--- config.mk ---
export PLATFORM = sky130hd
export DESIGN_NAME = pollutant_index_max_tracker_core
export DESIGN_NICKNAME = d
export VERILOG_FILES = /design/src/rtl/pimt_pkg.sv /design/src/rtl/pimt_muldiv.sv /design/src/rtl/pollutant_index_max_tracker_core.sv
export SDC_FILE = /design/constraint.sdc
export NUM_CORES = 1
export LEC_CHECK = 0
export ABC_AREA = 1
export BUFFER_PORTS_ARGS = -buffer_cell sky130_fd_sc_hd__buf_4
export CAP_MARGIN = 20
export CORE_ASPECT_RATIO = 1.5
export CORE_MARGIN = 1
export CORE_UTILIZATION = 55
export CTS_BUF_LIST = sky130_fd_sc_hd__clkbuf_4 sky130_fd_sc_hd__clkbuf_8
export CTS_CLUSTER_DIAMETER = 120
export DETAILED_ROUTE_END_ITERATION = 8
export PLACE_DENSITY_LB_ADDON = 0.05
export SLEW_MARGIN = 15
export SYNTH_ARGS = -nofsm -noshare
export SYNTH_HDL_FRONTEND = slang
export SYNTH_SLANG_ARGS = --single-unit
--- constraint.sdc ---
create_clock -name clk -period 8.9 [get_ports clk]
set_clock_uncertainty 0.2 [all_clocks]
set_input_delay 0.89 -clock clk [delete_from_list [all_inputs] [get_ports clk]]
set_output_delay 0.89 -clock clk [all_outputs]
set_load 0.01 [all_outputs]
--- src/rtl/pimt_pkg.sv ---
// pimt_pkg: shared widths, opcodes and breakpoint tables for the pollutant
// index max tracker. No dependencies; imported by every rtl file.
package pimt_pkg;

  // Field widths of the transfer channels
  localparam int OPCODE_W = 1;
  localparam int POLL_W   = 3;
  localparam int CONC_W   = 17;
  localparam int IDX_W    = 13;

  // Default fraction bits of concentration and index
  localparam int FRAC_BITS_DEF = 4;

  // Table shape
  localparam int NUM_POLL = 6;
  localparam int NUM_BP   = 7;
  localparam int SEG_W    = 3;

  // Index saturation level
  localparam int IDX_SAT = 8191;

  // Serial multiply operands: segment offset times index step
  localparam int NUM_W  = 16;
  localparam int STEP_W = 7;
  localparam int ACC_W  = NUM_W + STEP_W;

  // Opcodes
  localparam logic [OPCODE_W-1:0] OP_TAKE = 1'b0;
  localparam logic [OPCODE_W-1:0] OP_READ = 1'b1;

  // Breakpoints in half units so that 57.5 stays exact; negative marks a gap
  localparam int BP_HALF [NUM_POLL][NUM_BP] = '{
    '{  0,  24,  110,  300,  500,  700, 1000 },
    '{  0, 100,  300,  700,  840, 1000, 1200 },
    '{  0, 160,  730, 1600, 3200, 4200, 5240 },
    '{  0,  10,   20,   34,   68,   92,  115 },
    '{  0, 236,  314,  470, 1570, 1960, 2360 },
    '{ -2,  -2,   -2, 2260, 4520, 6000, 7500 }
  };

  // Breakpoint scaled to the fixed-point grid, truncated toward zero
  function automatic int bp_val(input int p, input int k, input int frac);
    int x;
    x = BP_HALF[p][k] * (1 << frac);
    return x / 2;
  endfunction

  // Index at the lower end of a segment
  function automatic logic [8:0] seg_base(input logic [SEG_W-1:0] k);
    logic [8:0] r;
    unique case (k)
      3'd0:    r = 9'd0;
      3'd1:    r = 9'd50;
      3'd2:    r = 9'd100;
      3'd3:    r = 9'd200;
      3'd4:    r = 9'd300;
      3'd5:    r = 9'd400;
      3'd6:    r = 9'd500;
      default: r = 9'd0;
    endcase
    return r;
  endfunction

  // Index span of a segment
  function automatic logic [STEP_W-1:0] seg_step(input logic [SEG_W-1:0] k);
    return (k < 3'd2) ? STEP_W'(50) : STEP_W'(100);
  endfunction

endpackage

--- src/rtl/pimt_muldiv.sv ---
// pimt_muldiv: bit-serial shift-add multiplier followed by a restoring
// radix-2 divider. Depends on pimt_pkg.
module pimt_muldiv #(
  parameter int FRAC_BITS = pimt_pkg::FRAC_BITS_DEF
) (
  input  logic                           clk,
  input  logic                           rst_n,
  input  logic                           start,
  input  logic [pimt_pkg::NUM_W-1:0]     num,
  input  logic [pimt_pkg::STEP_W-1:0]    step,
  input  logic [11+FRAC_BITS:0]          den,
  output logic                           done,
  output logic [6+FRAC_BITS:0]           quot
);
  import pimt_pkg::*;

  localparam int DEN_W = 12 + FRAC_BITS;
  localparam int QUO_W = 7 + FRAC_BITS;
  localparam int CNT_W = $clog2(QUO_W);

  typedef enum logic [2:0] {
    MD_IDLE = 3'b001,
    MD_MUL  = 3'b010,
    MD_DIV  = 3'b100
  } md_state_t;

  md_state_t          state_r, state_nxt;
  logic [NUM_W-1:0]   num_r, num_nxt;
  logic [STEP_W-1:0]  step_r, step_nxt;
  logic [DEN_W-1:0]   den_r, den_nxt;
  logic [ACC_W-1:0]   acc_r, acc_nxt;
  logic [DEN_W-1:0]   rem_r, rem_nxt;
  logic [QUO_W-1:0]   quo_r, quo_nxt;
  logic [CNT_W-1:0]   cnt_r, cnt_nxt;
  logic               done_r, done_nxt;

  logic [ACC_W-1:0]   acc_sum;
  logic [DEN_W:0]     rem_sh;
  logic [DEN_W:0]     rem_dif;
  logic               rem_geq;

  // One multiplier bit per cycle, MSB first
  assign acc_sum = {acc_r[ACC_W-2:0], 1'b0} +
                   (step_r[STEP_W-1] ? ACC_W'(num_r) : '0);

  // One quotient bit per cycle; dividend low bits shift out of quo_r
  assign rem_sh  = {rem_r, quo_r[QUO_W-1]};
  assign rem_geq = (rem_sh >= {1'b0, den_r});
  assign rem_dif = rem_sh - {1'b0, den_r};

  always_comb begin
    state_nxt = state_r;
    num_nxt   = num_r;
    step_nxt  = step_r;
    den_nxt   = den_r;
    acc_nxt   = acc_r;
    rem_nxt   = rem_r;
    quo_nxt   = quo_r;
    cnt_nxt   = cnt_r;
    done_nxt  = 1'b0;
    unique case (state_r)
      MD_IDLE: begin
        if (start) begin
          num_nxt   = num;
          step_nxt  = step;
          den_nxt   = den;
          acc_nxt   = '0;
          cnt_nxt   = '0;
          state_nxt = MD_MUL;
        end
      end
      MD_MUL: begin
        acc_nxt  = acc_sum;
        step_nxt = {step_r[STEP_W-2:0], 1'b0};
        cnt_nxt  = cnt_r + 1'b1;
        if (cnt_r == CNT_W'(STEP_W - 1)) begin
          // Upper product bits seed the remainder, lower bits feed the divider
          rem_nxt   = DEN_W'(acc_sum[ACC_W-1:STEP_W]);
          quo_nxt   = QUO_W'(acc_sum[STEP_W-1:0]) << FRAC_BITS;
          cnt_nxt   = '0;
          state_nxt = MD_DIV;
        end
      end
      MD_DIV: begin
        rem_nxt = rem_geq ? DEN_W'(rem_dif) : DEN_W'(rem_sh);
        quo_nxt = {quo_r[QUO_W-2:0], rem_geq};
        cnt_nxt = cnt_r + 1'b1;
        if (cnt_r == CNT_W'(QUO_W - 1)) begin
          done_nxt  = 1'b1;
          state_nxt = MD_IDLE;
        end
      end
      default: state_nxt = MD_IDLE;
    endcase
  end

  // Control state
  always_ff @(posedge clk) begin
    if (!rst_n) begin
      state_r <= MD_IDLE;
      done_r  <= 1'b0;
      cnt_r   <= '0;
    end else begin
      state_r <= state_nxt;
      done_r  <= done_nxt;
      cnt_r   <= cnt_nxt;
    end
  end

  // Datapath
  always_ff @(posedge clk) begin
    num_r  <= num_nxt;
    step_r <= step_nxt;
    den_r  <= den_nxt;
    acc_r  <= acc_nxt;
    rem_r  <= rem_nxt;
    quo_r  <= quo_nxt;
  end

  assign done = done_r;
  assign quot = quo_r;

endmodule

--- src/rtl/pollutant_index_max_tracker_core.sv ---
// Read item: result valid the cycle after the transfer; the next item is taken
// once the result is taken or while out_ready is high. Take item: a search
// step, then the serial multiply and the restoring divide in pimt_muldiv, then
// the compare with the running maximum; unknown pollutant codes are dropped and
// misses skip the multiply and divide. One item at a time. Synchronous active-low
// reset clears the running maximum and the output valid flag; no clearing pass.
module pollutant_index_max_tracker_core #(
  parameter int FRAC_BITS = pimt_pkg::FRAC_BITS_DEF
) (
  input  logic                                clk,
  input  logic                                rst_n,
  input  logic                                in_valid,
  output logic                                in_ready,
  input  logic [pimt_pkg::OPCODE_W-1:0]       in_opcode,
  input  logic [pimt_pkg::POLL_W-1:0]         in_pollutant,
  input  logic signed [pimt_pkg::CONC_W-1:0]  in_concentration,
  output logic                                out_valid,
  input  logic                                out_ready,
  output logic [pimt_pkg::IDX_W-1:0]          out_index_value
);
  import pimt_pkg::*;

  localparam int BP_W    = 13 + FRAC_BITS;
  localparam int CMP_W   = (BP_W > CONC_W) ? BP_W : CONC_W;
  localparam int DEN_W   = 12 + FRAC_BITS;
  localparam int QUO_W   = 7 + FRAC_BITS;
  localparam int VAL_W   = (10 + FRAC_BITS > IDX_W + 1) ? 10 + FRAC_BITS : IDX_W + 1;
  localparam int TOP_IDX = 500 << FRAC_BITS;
  localparam int TOP_SAT = (TOP_IDX > IDX_SAT) ? IDX_SAT : TOP_IDX;
  localparam logic [SEG_W-1:0] TOP_SEG = SEG_W'(NUM_BP - 1);

  typedef enum logic [2:0] {
    ST_IDLE = 3'b001,
    ST_SRCH = 3'b010,
    ST_CALC = 3'b100
  } pimt_state_t;

  pimt_state_t              state_r, state_nxt;
  logic [POLL_W-1:0]        poll_r, poll_nxt;
  logic signed [CONC_W-1:0] conc_r, conc_nxt;
  logic [SEG_W-1:0]         seg_r, seg_nxt;
  logic [IDX_W-1:0]         max_r, max_nxt;
  logic                     out_valid_r, out_valid_nxt;
  logic [IDX_W-1:0]         out_idx_r, out_idx_nxt;

  logic signed [CMP_W-1:0]  bp_tab [NUM_POLL][NUM_BP];
  logic signed [CMP_W-1:0]  conc_ext;
  logic signed [CMP_W-1:0]  bp_lo, bp_hi;
  logic                     hit;
  logic [SEG_W-1:0]         seg;
  logic [SEG_W-1:0]         seg_up;
  logic [NUM_W-1:0]         md_num;
  logic [DEN_W-1:0]         md_den;
  logic                     md_start;
  logic                     md_done;
  logic [QUO_W-1:0]         md_quot;
  logic [VAL_W-1:0]         val;
  logic [IDX_W-1:0]         val_sat;
  logic                     in_xfer;

  // Build breakpoint table on the fixed-point grid
  for (genvar gp = 0; gp < NUM_POLL; gp++) begin : g_poll
    for (genvar gk = 0; gk < NUM_BP; gk++) begin : g_bp
      assign bp_tab[gp][gk] = CMP_W'(bp_val(gp, gk, FRAC_BITS));
    end
  end

  // Find the highest breakpoint strictly below the reading
  always_comb begin
    conc_ext = CMP_W'(conc_r);
    hit      = 1'b0;
    seg      = '0;
    for (int k = 0; k < NUM_BP; k++) begin
      if (conc_ext > bp_tab[poll_r][k]) begin
        hit = 1'b1;
        seg = SEG_W'(k);
      end
    end
  end

  assign seg_up = (seg == TOP_SEG) ? seg : seg + 1'b1;
  assign bp_lo  = bp_tab[poll_r][seg];
  assign bp_hi  = bp_tab[poll_r][seg_up];
  assign md_num = NUM_W'(conc_ext - bp_lo);
  assign md_den = DEN_W'(bp_hi - bp_lo);

  // Interpolate only inside a segment whose lower breakpoint is not a gap
  assign md_start = (state_r == ST_SRCH) && hit && (seg != TOP_SEG) &&
                    !bp_lo[CMP_W-1];

  pimt_muldiv #(
    .FRAC_BITS (FRAC_BITS)
  ) u_muldiv (
    .clk   (clk),
    .rst_n (rst_n),
    .start (md_start),
    .num   (md_num),
    .step  (seg_step(seg)),
    .den   (md_den),
    .done  (md_done),
    .quot  (md_quot)
  );

  // Segment base plus interpolated part, saturated to the index width
  assign val     = (VAL_W'(seg_base(seg_r)) << FRAC_BITS) + VAL_W'(md_quot);
  assign val_sat = (val > VAL_W'(IDX_SAT)) ? IDX_W'(IDX_SAT) : IDX_W'(val);

  assign in_ready = (state_r == ST_IDLE) && (!out_valid_r || out_ready);
  assign in_xfer  = in_valid && in_ready;

  always_comb begin
    state_nxt     = state_r;
    poll_nxt      = poll_r;
    conc_nxt      = conc_r;
    seg_nxt       = seg_r;
    max_nxt       = max_r;
    out_valid_nxt = out_valid_r;
    out_idx_nxt   = out_idx_r;

    // Drop the result once the transfer completes
    if (out_valid_r && out_ready) begin
      out_valid_nxt = 1'b0;
    end

    unique case (state_r)
      ST_IDLE: begin
        if (in_xfer) begin
          if (in_opcode == OP_READ) begin
            out_valid_nxt = 1'b1;
            out_idx_nxt   = max_r;
            max_nxt       = '0;
          end else if (in_pollutant < POLL_W'(NUM_POLL)) begin
            poll_nxt  = in_pollutant;
            conc_nxt  = in_concentration;
            state_nxt = ST_SRCH;
          end
        end
      end
      ST_SRCH: begin
        seg_nxt   = seg;
        state_nxt = md_start ? ST_CALC : ST_IDLE;
        // Above the top breakpoint the index is forced, not maxed
        if (hit && (seg == TOP_SEG)) begin
          max_nxt = IDX_W'(TOP_SAT);
        end
      end
      ST_CALC: begin
        if (md_done) begin
          if (val_sat > max_r) begin
            max_nxt = val_sat;
          end
          state_nxt = ST_IDLE;
        end
      end
      default: state_nxt = ST_IDLE;
    endcase
  end

  // Control state
  always_ff @(posedge clk) begin
    if (!rst_n) begin
      state_r     <= ST_IDLE;
      max_r       <= '0;
      out_valid_r <= 1'b0;
    end else begin
      state_r     <= state_nxt;
      max_r       <= max_nxt;
      out_valid_r <= out_valid_nxt;
    end
  end

  // Payload
  always_ff @(posedge clk) begin
    poll_r    <= poll_nxt;
    conc_r    <= conc_nxt;
    seg_r     <= seg_nxt;
    out_idx_r <= out_idx_nxt;
  end

  assign out_valid       = out_valid_r;
  assign out_index_value = out_idx_r;

endmodule

==> results of run 1 <==
critical path: cells and delay by family, from the launching register on:
family          cells  cell delay, ns
buf+inv             4            0.92
simple gates       19            2.67
compound gates     10            1.75
fa+ha+maj           3            1.08
flops               1            0.66
report_power, final:
part	switching, mW	internal [mW]	total, mW
combinational	0.373	0.199	0.572
sequential	0.0183	0.773	0.791
clock	0.267	0.320	0.587
path summary, 6_finish.rpt:
path	startpoint	end	slack (ns)
hold reg to reg	max_r[12]	out_index_value[12]	0.25
setup reg to reg	poll_r[2]	u_muldiv.den_r[14]	1.34
hold / removal	max_r[12]	out_index_value[12]	0.25
setup / recovery	poll_r[2]	u_muldiv.den_r[14]	1.34
logic make-up (layout without fill, tap and decap cells):
| kind of cell | count (synthesis) | after routing |
|---|---|---|
| other | 2 | 2 |
| xor gates and xnor gates | 56 | 56 |
| AOI/OAI and AO/OA | 316 | 316 |
| adders and majority gates | 161 | 161 |
| DFF | 145 | 145 |
| and+or+nand+nor | 618 | 618 |
| buffers and inverters | 259 | 310 |
cell type report:
| type | instances | area share (%) |
|---|---|---|
| Multi-Input combinational cell | 1153 | 52.8 |
| Sequential cell | 145 | 31.5 |
| Inverter | 226 | 6.52 |
| Timing Repair Buffer | 52 | 3.15 |
| Tap cell | 268 | 2.58 |
| Clock buffer | 20 | 2.02 |
| Clock inverter | 12 | 1.37 |
sequential cells by signal, summed over array words and instances, names as in the netlist:
name,cells
u_muldiv.step_r,6
u_muldiv.quot,11
u_muldiv.cnt_r,4
u_muldiv.den_r,13
max_r,13
u_muldiv.num_r,16
state_r,3
conc_ext,17
u_muldiv.state_r,3
u_muldiv.acc_r,22
u_muldiv.rem_r,16
poll_r,3
seg_r,3
out_valid,1
out_index_value,13
u_muldiv.done,1
cell usage in the layout, fill, tap and decap left out, types with 18 or more instances in the layout:
| master | Yosys | routed |
|---|---|---|
| sky130_fd_sc_hd__xor2_1 | 37 | 37 |
| sky130_fd_sc_hd__o21ai_0 | 104 | 104 |
| sky130_fd_sc_hd__ha_1 | 159 | 159 |
| sky130_fd_sc_hd__buf_4 | 3 | 51 |
| sky130_fd_sc_hd__nor2_1 | 151 | 151 |
| sky130_fd_sc_hd__xnor2_1 | 19 | 19 |
| sky130_fd_sc_hd__nor3_1 | 19 | 18 |
| sky130_fd_sc_hd__edfxtp_1 | 120 | 120 |
| sky130_fd_sc_hd__clkbuf_8 | 0 | 18 |
| sky130_fd_sc_hd__nand3_1 | 69 | 69 |
| sky130_fd_sc_hd__inv_1 | 220 | 219 |
| sky130_fd_sc_hd__dfxtp_1 | 25 | 25 |
| sky130_fd_sc_hd__nand2_1 | 331 | 331 |
| sky130_fd_sc_hd__a21oi_1 | 127 | 127 |
metal layers:
| metal | routed length [um] | GRT usage, % | up-vias |
|---|---|---|---|
| met5 | 0 | 0 | - |
| met4 | 3300 | 28.2 | 0 |
| met3 | 1390 | 4.94 | 157 |
| met2 | 17900 | 58.9 | 349 |
| met1 | 12900 | 32.9 | 4913 |
| li1 | - | - | 5303 |
==> flow_metrics.tcl, run 1 <==
set metrics [dict create \
    status "complete, no violations" \
    timing.fmax_ghz 0.132 \
    synthTopCellsByCount "sky130_fd_sc_hd__nand2_1, sky130_fd_sc_hd__inv_1, sky130_fd_sc_hd__ha_1" \
    layout.cell_area.non_filler_um2 13000 \
    setup_viol 0 \
    maxCapViolations 0 \
    post-route-min-period_ns 7.56 \
    worst_path_most_repeated_cell "sky130_fd_sc_hd__nand2_1" \
    post-synth-top-count-cell "sky130_fd_sc_hd__nand2_1" \
    dieHeight_um 183 \
    antennaDiodeCount 0 \
    leakagePower_nw 6.13 \
    synthesis.yosys.warnings 0 \
    synth_top_family_by_area "simple AND/OR/NAND/NOR gates" \
    total_routing_usage_reported_by_global_routing_pct 33.0 \
    number_of_antenna_violations_at_the_first_check_in_global_routing 0 \
    synth_top_flop_cell "sky130_fd_sc_hd__edfxtp_1" \
    fill_cells 2021 \
    first_global_vias 10670 \
    hold_buffers 0 \
    postSynthCellCount 1557 \
    netlist_area_um2 12000 \
    timing.critical_path.arrival_ns 7.59 \
    floorplan.initialDensity_pct 56.5 \
    setup_ws_ns 1.34 \
    postSynth.asyncResetShare_pct 0 \
    unrepaired_setup_endpoints_after_global_routing "no" \
    cts_made_buffers 17 \
    yosys.area.top_type_share_pct 30.1 \
    clkLatencyLatePin_ns 0.48 \
    crit_path_start_kind "register" \
    critical_path.max_fanout 24 \
    cts_num_sinks 145 \
    firstDrtPassIters 6 \
    grt_first_pass_wirelength_um 55000 \
    final.setup.tns_ns 0 \
    worst_hold_path_type "register to register" \
    worst_ir_drop_vdd_mv 0.108 \
    fp-row-count 65 \
    grt_remaining_overflow 0 \
    synthesis.area_per_instance_um2 7.70 \
    timing.final.max_slew_violations 0 \
    drt_iter0_drc 660 \
    vias 10722 \
    critPathRequiredTime_ns 8.93 \
    layout.area.seq_um2 4100 \
    worst-setup-path-type "register to register" \
    multi_input_area_um2 6870 \
    cts_tree "built" \
    globalplace.congestion 1.04 \
    synth-seq-area-share_pct 34.2 \
    utilization_pct 61.3 \
    worstSetupEndpointType "register" \
    pre_cts_slack_ns 1.57 \
    yosys_register_bits 145 \
    final-instance-count-excl-fill 1876 \
    finalHoldViolCount 0 \
    post-synth-top-area-cell "sky130_fd_sc_hd__edfxtp_1" \
    drive_above_1_share_pct 7.46 \
    num-nets-final 1781 \
    chip_width_um 123 \
    longest_clk_path_bufs 2 \
    crit_path_top_delay_cell "sky130_fd_sc_hd__edfxtp_1" \
    synth-simple-area-share_pct 21.6 \
    buffer_ports.inserted 39 \
    core_um2 21200 \
    ant_nets 0 \
    post_cts.repair.setup_buffers 0 \
    dp_hpwl_um 27900 \
    adder_cell_share_of_the_synthesized_area_pct 16.9 \
    number_of_nets_in_the_synthesized_netlist 1743 \
    drt_wl_total_um 35500 \
    cts.root.buffer_cell "sky130_fd_sc_hd__clkbuf_8" \
    viasPerCell 5.72 \
    synth_compound_area_share_pct 14.6 \
    htree_num_levels 4 \
    cp_slowest_stage_delay_ns 0.66 \
    synth_cell_types 49 \
    clk_pin_slew_ns 0.08 \
    area_growth_syn_to_layout_pct 8.54 \
    cts-resized-gates 0 \
    synth_enable_flop_cells 120 \
    finalCritPeriodShare_pct 84.9 \
    hold_depth 0 \
    max-slew-margin-rel_pct 35.4 \
    post_synth_mux_area_share_pct 0 \
    detail_route.wl_per_cell_um 18.9 \
    place_inst 1843 \
    detailed_place.area_um2 12500 \
    totalPowerFinal_mw 1.95 \
    floorplan.die_area_um2 22400 \
    hold_slack_ns 0.247 \
    pin_count_of_the_biggest_net_entering_global_routing 46 \
    worst-r2r-cell-count 36 \
    pwr_density_cell_nw_per_um2 150 \
    timing_worst_slew_pin_value_ns 0.958 \
    synth.area.top_cells "sky130_fd_sc_hd__edfxtp_1, sky130_fd_sc_hd__ha_1, sky130_fd_sc_hd__nand2_1, sky130_fd_sc_hd__inv_1, sky130_fd_sc_hd__a21oi_1" \
    synth-xor-area-share_pct 4.09 \
    drt_drc_violations_left 0 \
    pin_count 40 \
]
(Power assumes the default switching activity.)
==> run 2, diff against run 1 <==
- clock period: 8.9 -> 7.6 ns (I/O delays scaled with it)
==> run 2 against run 1 <==
Combinational power is 24% higher. Largest cell class unchanged. Power rose by 15%. Critical path depth is 4 lower. Highest routed layer unchanged. Register-to-register slack worse by 0.32 ns. Die area unchanged. Global-route usage rose by 1.2 points.
==> flow_metrics.tcl, run 2 (same netlist as run 1, synthesis figures left out) <==
set metrics [dict create \
    dieHeight_um 183 \
    mostFrequentLayoutCell "sky130_fd_sc_hd__nand2_1" \
    cts.root.buffer_cell "sky130_fd_sc_hd__clkbuf_8" \
    total_routing_usage_reported_by_global_routing_pct 34.2 \
    worst_hold_path_type "register to register" \
    detail_route.wl_per_cell_um 19.5 \
    pwr_density_cell_nw_per_um2 171 \
    drt_iter0_drc 632 \
    drt_wl_total_um 37000 \
    timing.rr.start "poll_r[2]" \
    ant_nets 0 \
    registers.top_by_ff_count "u_muldiv.acc_r" \
    timing.fmax_ghz 0.152 \
    pin_count 40 \
    finalCritPeriodShare_pct 86.6 \
    firstDrtPassIters 5 \
    layout.cells.most_common_list "sky130_fd_sc_hd__nand2_1, sky130_fd_sc_hd__inv_1, sky130_fd_sc_hd__ha_1" \
    grt_first_pass_wirelength_um 56400 \
    chip_width_um 123 \
    timing.hold.worst.start "max_r[9]" \
    worst_ir_drop_vdd_mv 0.112 \
    timing.final.max_slew_violations 0 \
    antennaDiodeCount 0 \
    finalHoldViolCount 0 \
    critical_path.max_fanout 15 \
    drt_drc_violations_left 0 \
    buffer_ports.inserted 39 \
    critPathRequiredTime_ns 7.63 \
    final.setup.tns_ns 0 \
    drive_above_1_share_pct 8.54 \
    clk_pin_slew_ns 0.09 \
    fp-row-count 65 \
    first_global_vias 10845 \
    number_of_antenna_violations_at_the_first_check_in_global_routing 0 \
    globalplace.congestion 1.10 \
    max_ffs_per_register 22 \
    setup.reg_to_reg.worst_slack_ns 1.02 \
    hold_buffers 0 \
    area_growth_syn_to_layout_pct 9.12 \
    worst_path_most_repeated_cell "sky130_fd_sc_hd__nand2_1" \
    grt_remaining_overflow 0 \
    worstSetupEndpointType "register" \
    cp.depth 32 \
    detailed_place.area_um2 12700 \
    cts-resized-gates 0 \
    cp_slowest_stage_delay_ns 0.67 \
    floorplan.die_area_um2 22400 \
    worst-r2r-cell-count 32 \
    leakagePower_nw 6.20 \
    hold_slack_ns 0.242 \
    fill_cells 2015 \
    cts_num_sinks 145 \
    crit_path_start_kind "register" \
    timing_worst_slew_pin_value_ns 0.971 \
    worst-setup-path-type "register to register" \
    vias 10890 \
    path_buf_inv 4 \
    crit_start "poll_r[2]" \
    post-route-min-period_ns 6.58 \
    cts_tree "built" \
    clkLatencyLatePin_ns 0.47 \
    unrepaired_setup_endpoints_after_global_routing "no" \
    crit_end "u_muldiv.den_r[14]" \
    cts_made_buffers 17 \
    longest_clk_path_bufs 2 \
    layout.cell_area.non_filler_um2 13100 \
    dp_hpwl_um 30000 \
    pin_count_of_the_biggest_net_entering_global_routing 47 \
    htree_num_levels 4 \
    crit_path_top_delay_cell "sky130_fd_sc_hd__edfxtp_1" \
    post_cts.repair.setup_buffers 0 \
    timing.critical_path.arrival_ns 6.62 \
    status "complete, no violations" \
    core_um2 21200 \
    floorplan.initialDensity_pct 56.5 \
    worstReg2RegEnd "u_muldiv.den_r[14]" \
    setup_viol 0 \
    num-nets-final 1801 \
    maxCapViolations 0 \
    max-slew-margin-rel_pct 35.2 \
    critical_path.top_delay_family "compound AO/OA/AOI/OAI gates" \
    viasPerCell 5.74 \
]
==> run 2: changes by cell type in the layout (fill, tap and decap cells not counted), sizes merged <==
cell	before	now
buf	52	72
clkinvlp	3	4
bufinv	4	2
clkinv	5	9
clkbuf	20	18
inv	226	225
==> run 2: power by group <==
group | switching [mW] | internal [mW]
sequential | 0.0210 | 0.905
combinational | 0.456 | 0.254
clock | 0.307 | 0.292
==> run 2: cell type report <==
class                           instances  area (um^2)  share of cell area (%)
Tap cell                              268          335                    2.56
Inverter                              226          848                    6.48
Multi-Input combinational cell       1153         6870                    52.5
Clock inverter                         14          140                    1.07
Clock buffer                           18          241                    1.85
Timing Repair Buffer                   72          541                    4.13
Sequential cell                       145         4100                    31.4
==> run 2: metrics by stage <==
stage	worst slack (ns)	util (%)	power (mW)	std cells
3_5_place_dp	1.20	59.8	1.64	1864
3_3_place_gp	1.15	59.8	1.63	1864
2_1_floorplan	1.57	-	1.43	1557
4_1_cts	1.14	61.6	2.24	1896
6_report	1.02	61.6	2.24	1896
5_1_grt	0.538	61.6	2.36	1896
==> run 2: how the worst min path moves through the flow <==
stage               slack [ns]  cells past startpoint                  end
floorplan                 0.21                      0  out_index_value[10]
global placement          0.21                      0   out_index_value[9]
detailed placement        0.22                      0   out_index_value[9]
CTS                       0.23                      1            poll_r[0]
global route              0.24                      1         conc_ext[12]
finish                    0.24                      0   out_index_value[9]
==> run 2: layer usage <==
metal	vias to the layer above	track usage, %	share of wire, %
li1	5340	-	-
met3	172	5.53	4.0
met2	353	62.2	51
met5	-	0	0
met1	5025	31.9	35
met4	0	31.1	9.9
